[src/sv/rbd_pkg.sv]
// shared types and constants for the 2x2 rgb box downscaler
// no dependencies; used by every module of the block
`default_nettype none

package rbd_pkg;

    // frame size limits
    localparam int MAX_WIDTH  = 2048;
    localparam int MAX_HEIGHT = 4096;
    localparam int LINE_DEPTH = MAX_WIDTH / 2;

    // widths
    localparam int CHAN_W  = 8;
    localparam int SUM_W   = CHAN_W + 1;          // pair sum of one channel
    localparam int TOT_W   = CHAN_W + 2;          // sum of four pixels
    localparam int COL_W   = $clog2(MAX_WIDTH);   // column counter
    localparam int ROW_W   = $clog2(MAX_HEIGHT);  // row counter
    localparam int WID_W   = 12;                  // image_width register
    localparam int HGT_W   = 13;                  // image_height register
    localparam int IDX_W   = $clog2(LINE_DEPTH);  // line buffer address
    localparam int CFG_W   = 13;                  // widest register
    localparam int CFG_IDX_W = 1;

    // register indexes
    localparam logic [CFG_IDX_W-1:0] REG_IMAGE_WIDTH  = 1'd0;
    localparam logic [CFG_IDX_W-1:0] REG_IMAGE_HEIGHT = 1'd1;

    // register reset values
    localparam logic [WID_W-1:0] WIDTH_RESET  = 12'd640;
    localparam logic [HGT_W-1:0] HEIGHT_RESET = 13'd480;

    typedef struct packed {
        logic [CHAN_W-1:0] red_in;
        logic [CHAN_W-1:0] green_in;
        logic [CHAN_W-1:0] blue_in;
    } pixel_in_t;

    typedef struct packed {
        logic [CHAN_W-1:0] red_out;
        logic [CHAN_W-1:0] green_out;
        logic [CHAN_W-1:0] blue_out;
        logic              frame_last;
    } pixel_out_t;

    typedef struct packed {
        logic [SUM_W-1:0] red;
        logic [SUM_W-1:0] green;
        logic [SUM_W-1:0] blue;
    } pair_sum_t;

    // per-pixel decode from the position tracker
    typedef struct packed {
        logic             load_first;  // even column inside the frame
        logic             store_pair;  // odd column of an even row
        logic             emit;        // odd column of an odd row
        logic             last;        // last block of the frame
        logic [IDX_W-1:0] idx;         // line buffer slot of this pair
    } pos_ctl_t;

endpackage

`default_nettype wire

[src/sv/rbd_pos_ctrl.sv]
// frame size registers, column and row counters and per-pixel decode
// depends on rbd_pkg
`default_nettype none

module rbd_pos_ctrl
(
    input  wire logic                        clk,
    input  wire logic                        rst_n,
    input  wire logic                        cfg_we,
    input  wire logic [rbd_pkg::CFG_IDX_W-1:0] cfg_index,
    input  wire logic [rbd_pkg::CFG_W-1:0]   cfg_data,
    input  wire logic                        accept,
    output rbd_pkg::pos_ctl_t                ctl
);

    localparam logic [rbd_pkg::WID_W-1:0] W_MIN = rbd_pkg::WID_W'(2);
    localparam logic [rbd_pkg::WID_W-1:0] W_MAX = rbd_pkg::WID_W'(rbd_pkg::MAX_WIDTH);
    localparam logic [rbd_pkg::HGT_W-1:0] H_MIN = rbd_pkg::HGT_W'(2);
    localparam logic [rbd_pkg::HGT_W-1:0] H_MAX = rbd_pkg::HGT_W'(rbd_pkg::MAX_HEIGHT);

    logic [rbd_pkg::WID_W-1:0] width_reg;
    logic [rbd_pkg::HGT_W-1:0] height_reg;
    logic [rbd_pkg::WID_W-1:0] width_next;
    logic [rbd_pkg::HGT_W-1:0] height_next;
    logic [rbd_pkg::WID_W-1:0] wr_width;
    logic [rbd_pkg::HGT_W-1:0] wr_height;
    logic [rbd_pkg::COL_W-1:0] col_reg;
    logic [rbd_pkg::ROW_W-1:0] row_reg;
    logic [rbd_pkg::COL_W-1:0] col_next;
    logic [rbd_pkg::ROW_W-1:0] row_next;
    logic [rbd_pkg::WID_W-1:0] col_wide;
    logic [rbd_pkg::HGT_W-1:0] row_wide;
    logic [rbd_pkg::WID_W-1:0] col_inc;
    logic [rbd_pkg::HGT_W-1:0] row_inc;
    logic [rbd_pkg::WID_W-1:0] last_col;
    logic [rbd_pkg::HGT_W-1:0] last_row;
    logic                      in_frame;

    // sizes are clamped once, when written
    always_comb
    begin
        wr_width  = cfg_data[rbd_pkg::WID_W-1:0];
        wr_height = cfg_data[rbd_pkg::HGT_W-1:0];
        if (wr_width < W_MIN)
        begin
            wr_width = W_MIN;
        end
        else if (wr_width > W_MAX)
        begin
            wr_width = W_MAX;
        end
        if (wr_height < H_MIN)
        begin
            wr_height = H_MIN;
        end
        else if (wr_height > H_MAX)
        begin
            wr_height = H_MAX;
        end
        width_next  = width_reg;
        height_next = height_reg;
        if (cfg_we)
        begin
            unique case (cfg_index)
                rbd_pkg::REG_IMAGE_WIDTH:  width_next  = wr_width;
                rbd_pkg::REG_IMAGE_HEIGHT: height_next = wr_height;
                default: ;
            endcase
        end
    end

    always_comb
    begin
        col_wide = rbd_pkg::WID_W'(col_reg);
        row_wide = rbd_pkg::HGT_W'(row_reg);
        col_inc  = col_wide + rbd_pkg::WID_W'(1);
        row_inc  = row_wide + rbd_pkg::HGT_W'(1);
        in_frame = (col_wide < width_reg) && (row_wide < height_reg);
        last_col = {width_reg[rbd_pkg::WID_W-1:1], 1'b0} - rbd_pkg::WID_W'(1);
        last_row = {height_reg[rbd_pkg::HGT_W-1:1], 1'b0} - rbd_pkg::HGT_W'(1);

        // wrap at end of line and end of frame
        col_next = col_reg;
        row_next = row_reg;
        if (accept)
        begin
            if (col_inc >= width_reg)
            begin
                col_next = '0;
                if (row_inc >= height_reg)
                begin
                    row_next = '0;
                end
                else
                begin
                    row_next = row_inc[rbd_pkg::ROW_W-1:0];
                end
            end
            else
            begin
                col_next = col_inc[rbd_pkg::COL_W-1:0];
            end
        end

        ctl.load_first = in_frame && !col_reg[0];
        ctl.store_pair = in_frame && col_reg[0] && !row_reg[0];
        ctl.emit       = in_frame && col_reg[0] && row_reg[0];
        ctl.last       = (col_wide == last_col) && (row_wide == last_row);
        ctl.idx        = col_reg[rbd_pkg::COL_W-1:1];
    end

    always_ff @(posedge clk or negedge rst_n)
    begin
        if (!rst_n)
        begin
            width_reg  <= rbd_pkg::WIDTH_RESET;
            height_reg <= rbd_pkg::HEIGHT_RESET;
            col_reg    <= '0;
            row_reg    <= '0;
        end
        else
        begin
            width_reg  <= width_next;
            height_reg <= height_next;
            col_reg    <= col_next;
            row_reg    <= row_next;
        end
    end

endmodule

`default_nettype wire

[config.mk]
export PLATFORM = sky130hd
export DESIGN_NAME = rbd_pos_ctrl
export DESIGN_NICKNAME = d
export VERILOG_FILES = /design/src/sv/rbd_pkg.sv /design/src/sv/rbd_pos_ctrl.sv
export SDC_FILE = /design/constraint.sdc
export NUM_CORES = 1
export LEC_CHECK = 0
export BUFFER_PORTS_ARGS = -buffer_cell sky130_fd_sc_hd__buf_2
export CAP_MARGIN = 20
export CELL_PAD_IN_SITES_DETAIL_PLACEMENT = 0
export CELL_PAD_IN_SITES_GLOBAL_PLACEMENT = 1
export CORE_UTILIZATION = 30
export CTS_CLUSTER_DIAMETER = 30
export DETAILED_ROUTE_END_ITERATION = 12
export PLACE_DENSITY_LB_ADDON = 0.1
export SYNTH_ARGS = -nofsm -noshare
export SYNTH_HDL_FRONTEND = slang
export SYNTH_SLANG_ARGS = --single-unit
[constraint.sdc]
create_clock -name clk -period 3.98 [get_ports clk]
set_clock_uncertainty 0.1 [all_clocks]
set_input_delay 0.199 -clock clk [delete_from_list [all_inputs] [get_ports clk]]
set_output_delay 0.199 -clock clk [all_outputs]
set_load 0.02 [all_outputs]
---- Yosys cells after proc, flatten, opt, wreduce, memory -nomap -nowiden ----
Index checks and enable logic that the tools add are counted.
Widths: inputs -> output; s select.
word-level totals
  bits in registers ....................... 48
  bits of input ports ..................... 18
  output and inout bits ................... 14
  word-level logic and storage cells ...... 36
operators by class
  add/subtract/negate cells ............... 4
  $lt $le $gt $ge ......................... 8
  equal/unequal tests ..................... 2
  multiplexer cells ....................... 6
  bitwise logic cells ..................... 1
  reductions and logical operators ........ 11
operators with widths
  cell                   number
  $mux 12                3
  $mux 13                2
  $add 12x1->13 const B  1
  $eq 12x13->1           1
  $ge 13x13->1           1
  $gt 13x13->1 const B   1
  $lt 12x13->1           1
  $lt 13x2->1 const B    1
  $sub 13x1->13 const B  1
  $add 11x1->12 const B  1
  $eq 11x12->1           1
  $ge 12x12->1           1
  $gt 12x12->1 const B   1
  $lt 11x12->1           1
  $lt 12x2->1 const B    1
  $sub 12x1->12 const B  1
  $mux 11                1
  $logic_and 1x1->1      6
  $reduce_and 2->1       3
  $logic_not 1->1        2
  $not 1->1              1

---- Logic depth before layout (Yosys ltp) ----
  depth in word-level cells ............... 4
  depth in mapped cells ................... 14

---- Worst setup path before layout ----
No wires, ideal clock.
  path kind ............................... register to register
  start point ............................. reg col_reg[0] in the netlist's numbering
  end point ............................... reg row_reg[0] in the netlist's numbering
  library setup time ...................... 0.125 ns
  arrival time ............................ 2.947 ns
  data required time ...................... 3.755 ns
  path slack .............................. 0.809 ns
  cell stages (with the launch flop) ...... 14
  clock period less this slack ............ 3.171 ns
  cell sequence ........................... dfrtp_1 > ha_1 > nand3_1 > nor3_1 > and3_1 > nand3_1 > xnor2_1 > ha_1 > and4_1 > a41oi_1 > a21bo_2 > nor2_1 > buf_2 > mux2_2
on the way
  longest elaborated chain between the ends .. 3
RTL lines
  item                        line                 text
  from (decl)                 rbd_pos_ctrl.sv:27   logic [rbd_pkg::COL_W-1:0] col_reg;
  from (signal assigned)      rbd_pos_ctrl.sv:125  col_reg <= col_next;
  $add 11x1->12               rbd_pos_ctrl.sv:76   col_inc = col_wide + rbd_pkg::WID_W'(1);
  $ge 12x12->1                rbd_pos_ctrl.sv:87   if (col_inc >= width_reg)
  $reduce_and 2->1 (no line)  n/a
  to (signal assigned)        rbd_pos_ctrl.sv:126  row_reg <= row_next;
  to (decl)                   rbd_pos_ctrl.sv:28   logic [rbd_pkg::ROW_W-1:0] row_reg;
Every way passes these cells.
A chain may end at the register's enable or synchronous reset.

---- Final worst setup path ----
  start point ............................. reg col_reg[0] in the netlist's numbering
  end point ............................... reg row_reg[9] in the netlist's numbering
The elaborated chain is that of the path after synthesis.

==> flow_metrics.py <==
metrics = {
    "sta": {
        "hold_viol": 0,
        "min_period_ns": 3.548,
        "drv_slew": 0,
        "rsz0062_at_grt": "false",
        "fmax_mhz": 281.9,
        "worst_pin_slew_ns": 0.6548,
        "setup_viol": 0,
        "fin_crit_sh_pct": 89.14,
        "finalSetupTns_ns": 0,
        "slew_headroom_pct": 56.34,
    },
    "floorplanning": {
        "die_w_um": 120.7,
        "die_area_um2": 14580,
        "core_region_area_um2": 13830,
        "rows": 43,
        "io_pins": 32,
        "start_util_pct": 30.59,
        "fp.dieH_um": 120.7,
    },
    "detailed_routing": {
        "drt-met1-wl_um": 5673,
        "wl_met2_um": 5568,
        "drt_iter0_markers": 142,
        "wirelength_um": 11570,
        "wl_per_cell_um": 17.27,
        "viasPerCell": 5.016,
        "drtAntennaViolNets": 0,
        "vias": 3361,
        "dr.pass1.iters": 4,
        "highest_layer": "met4",
        "route.detailed.drc": 0,
        "wl_met3_um": 189,
    },
    "placed_design": {
        "dp_hpwl_um": 9199,
        "io_buffers": 31,
        "gp_congestion": 0.7392,
        "place_area_um2": 4425,
    },
    "clock_tree": {
        "tritoncts": "yes",
        "cts_hold_buf": 1,
        "clkLatencyLatePin_ns": 0.30,
        "clk_path_buf_depth": 2,
        "cts.sinks": 48,
        "post_cts_buffers": 0,
        "ctsResizeCount": 0,
        "clkTransAtPathRegs_ns": 0.07,
        "clock-root-buffer": "clkbuf_16",
        "htree_levels": 2,
        "cts_made_buffers": 5,
    },
    "logic_synthesis": {
        "yosys_register_bits": 48,
        "synthXorXnorAreaFrac_pct": 8.905,
        "yosysTopAreaCellShare_pct": 24.85,
        "synth_cell_types": 63,
        "yosysWarningCount": 0,
        "seq_area_frac_synth_pct": 28.58,
        "avgSynthCellArea_um2": 8.885,
        "synthMuxAreaShare_pct": 1.982,
        "synthesis.nets": 546,
        "yosys-top-cells-area": "dfrtp_1 25%, ha_1 15%, xnor2_1 6.8%, a22o_1 4.8%, dfstp_2 3.7%",
        "synth-compound-area-share_pct": 18.61,
        "async_flop_share_pct": 100.0,
        "synth_top_family_by_area": "compound AO/OA/AOI/OAI gates",
        "synth_flop_cell": "dfrtp_1",
        "synth_edf_count": 0,
        "synthCells": 476,
        "synth_fa_ha_area_share_pct": 15.38,
        "yosysTopAreaCell": "dfrtp_1",
        "synth_simple_gate_area_share_pct": 17.93,
        "syn_area_um2": 4229,
    },
    "global_route": {
        "grt_pass1_vias": 3427,
        "grt_first_pass_wirelength_um": 18980,
        "grt_max_degree": 27,
        "grtUsageTotal_pct": 17.02,
        "antenna_found_initial": 0,
        "gr-total-overflow": 0,
    },
    "worst_setup_path": {
        "path_cells": "ha_1, nand3_1, nor3_1, and3_1, nand3_1, xnor2_1, ha_1, and4_1, a41oi_1, a21bo_2, nor2_1, buf_4, a221o_1",
        "worstPathArrival_ns": 3.64,
        "critPathCaptureType": "flip-flop",
        "cp_slowest_cell": "dfrtp_1",
        "cp.required_ns": 4.07,
        "startpoint_type": "flip-flop",
        "crit_fanout": 13,
        "crit_path_max_incr_delay_ns": 0.46,
        "critPathKind": "reg -> reg",
    },
    "pwr": {
        "power.density_nw_per_um2": 460.5,
        "ir_drop_mv": 0.1697,
        "total_power_w": 0.002120,
        "power_leakage_nw": 2.098,
    },
    "layout": {
        "largest_reg_flops": 13,
        "multi_input_area_um2": 2656,
        "drive_gt1_share_pct": 13.27,
        "antennaDiodeCount": 0,
        "regArea_um2": 1209,
        "fill_cells": 1453,
        "nets": 559,
        "area_growth_syn_to_layout_pct": 8.846,
        "final_cell_area_um2": 4603,
    },
    "flow_run": {
        "drv_cap": 0,
    },
    "worst_hold_path": {
        "min_path_type": "in -> reg",
    },
    "status": {
        "status": "finished clean",
    },
}
[power breakdown]
group	internal (W)	total, W	switching [W]
Clock	0.000296	0.000499	0.000203
Combinational	0.000402	0.000909	0.000507
Sequential	0.000567	0.000712	0.000145
Total	0.00127	0.00212	0.000855
[cells in the final DEF (no fill, tap or decap), types with 14 or more instances in the layout]
cell,n
nor2_1,27
ha_1,52
o21ai_0,30
xnor2_1,33
a22o_1,23
nand3_1,14
dfrtp_1,42
a21oi_1,21
buf_2,31
inv_1,38
nand2_1,33
[synth_stat cells (all sizes together) (5+ instances only)]
library cell  number
a21oi             22
o21ai             30
nor4               8
dfstp              6
nand4             11
clkbuf            10
ha                52
nor2b              5
a22o              24
dfrtp             42
nor3              10
nand2b            11
a21o               6
xor2              10
xnor2             33
nand2             33
inv               38
o22ai              6
nor2              27
nand3             14
buf               19
mux2i              5
[through the flow]
step	utilization, %	hold slack (ns)	setup WS (ns)	std cells
after detailed placement	32.01	0.1825	0.4522	661
final	33.29	0.04039	0.4322	670
after global routing	33.29	0.04300	0.2139	670
after CTS	33.29	0.03724	0.4094	670
after floorplan	-	-0.1966	0.8087	476
after global placement	32.01	0.1660	0.5361	661
[path summary, 6_finish.rpt]
path                              startpoint             to  slack, ns  cells after the start
max in group asynchronous              rst_n  height_reg[5]       2.56                      3
worst min-delay path            cfg_data[12]  height_reg[0]       0.04                      2
worst max register to register    col_reg[0]     row_reg[9]       0.43                     13
worst min register to register  width_reg[9]   width_reg[9]       0.41                      2
min in group asynchronous              rst_n     row_reg[9]       0.37                      2
worst max-delay path              col_reg[0]     row_reg[9]       0.43                     13
[worst max-delay path, delay by kind of cell, from the launching register on]
family | cells | cell delay, ns
AO/OA/AOI/OAI | 3 | 0.88
XOR/XNOR | 1 | 0.21
adder cells (fa/ha/maj) | 2 | 0.49
buffers and inverters | 1 | 0.19
flip-flops | 1 | 0.46
AND/OR/NAND/NOR | 6 | 1.07
[layer usage]
metal | GRT usage (%) | up-vias
li1 | - | 1721
met1 | 22.27 | 1609
met2 | 29.06 | 21
met3 | 2.594 | 10
met4 | 4.475 | 0
met5 | 0 | -
[cells by family after synthesis]
kind of cell,after synthesis
compound gates,114
mux,8
buf+inv,69
xor+xnor,43
flops,48
simple gates,142
fa+ha+maj,52
[layout make-up]
cell class / count / share of cell area [%]
repair buffers: 37 / 4.403
inverters: 38 / 3.099
well taps: 180 / 4.893
multi-input cells: 359 / 57.71
clock inverters: 3 / 0.9242
clock buffers: 5 / 2.718
flip-flops and latches: 48 / 26.26
No activity file was read; power rests on OpenSTA's default activity.
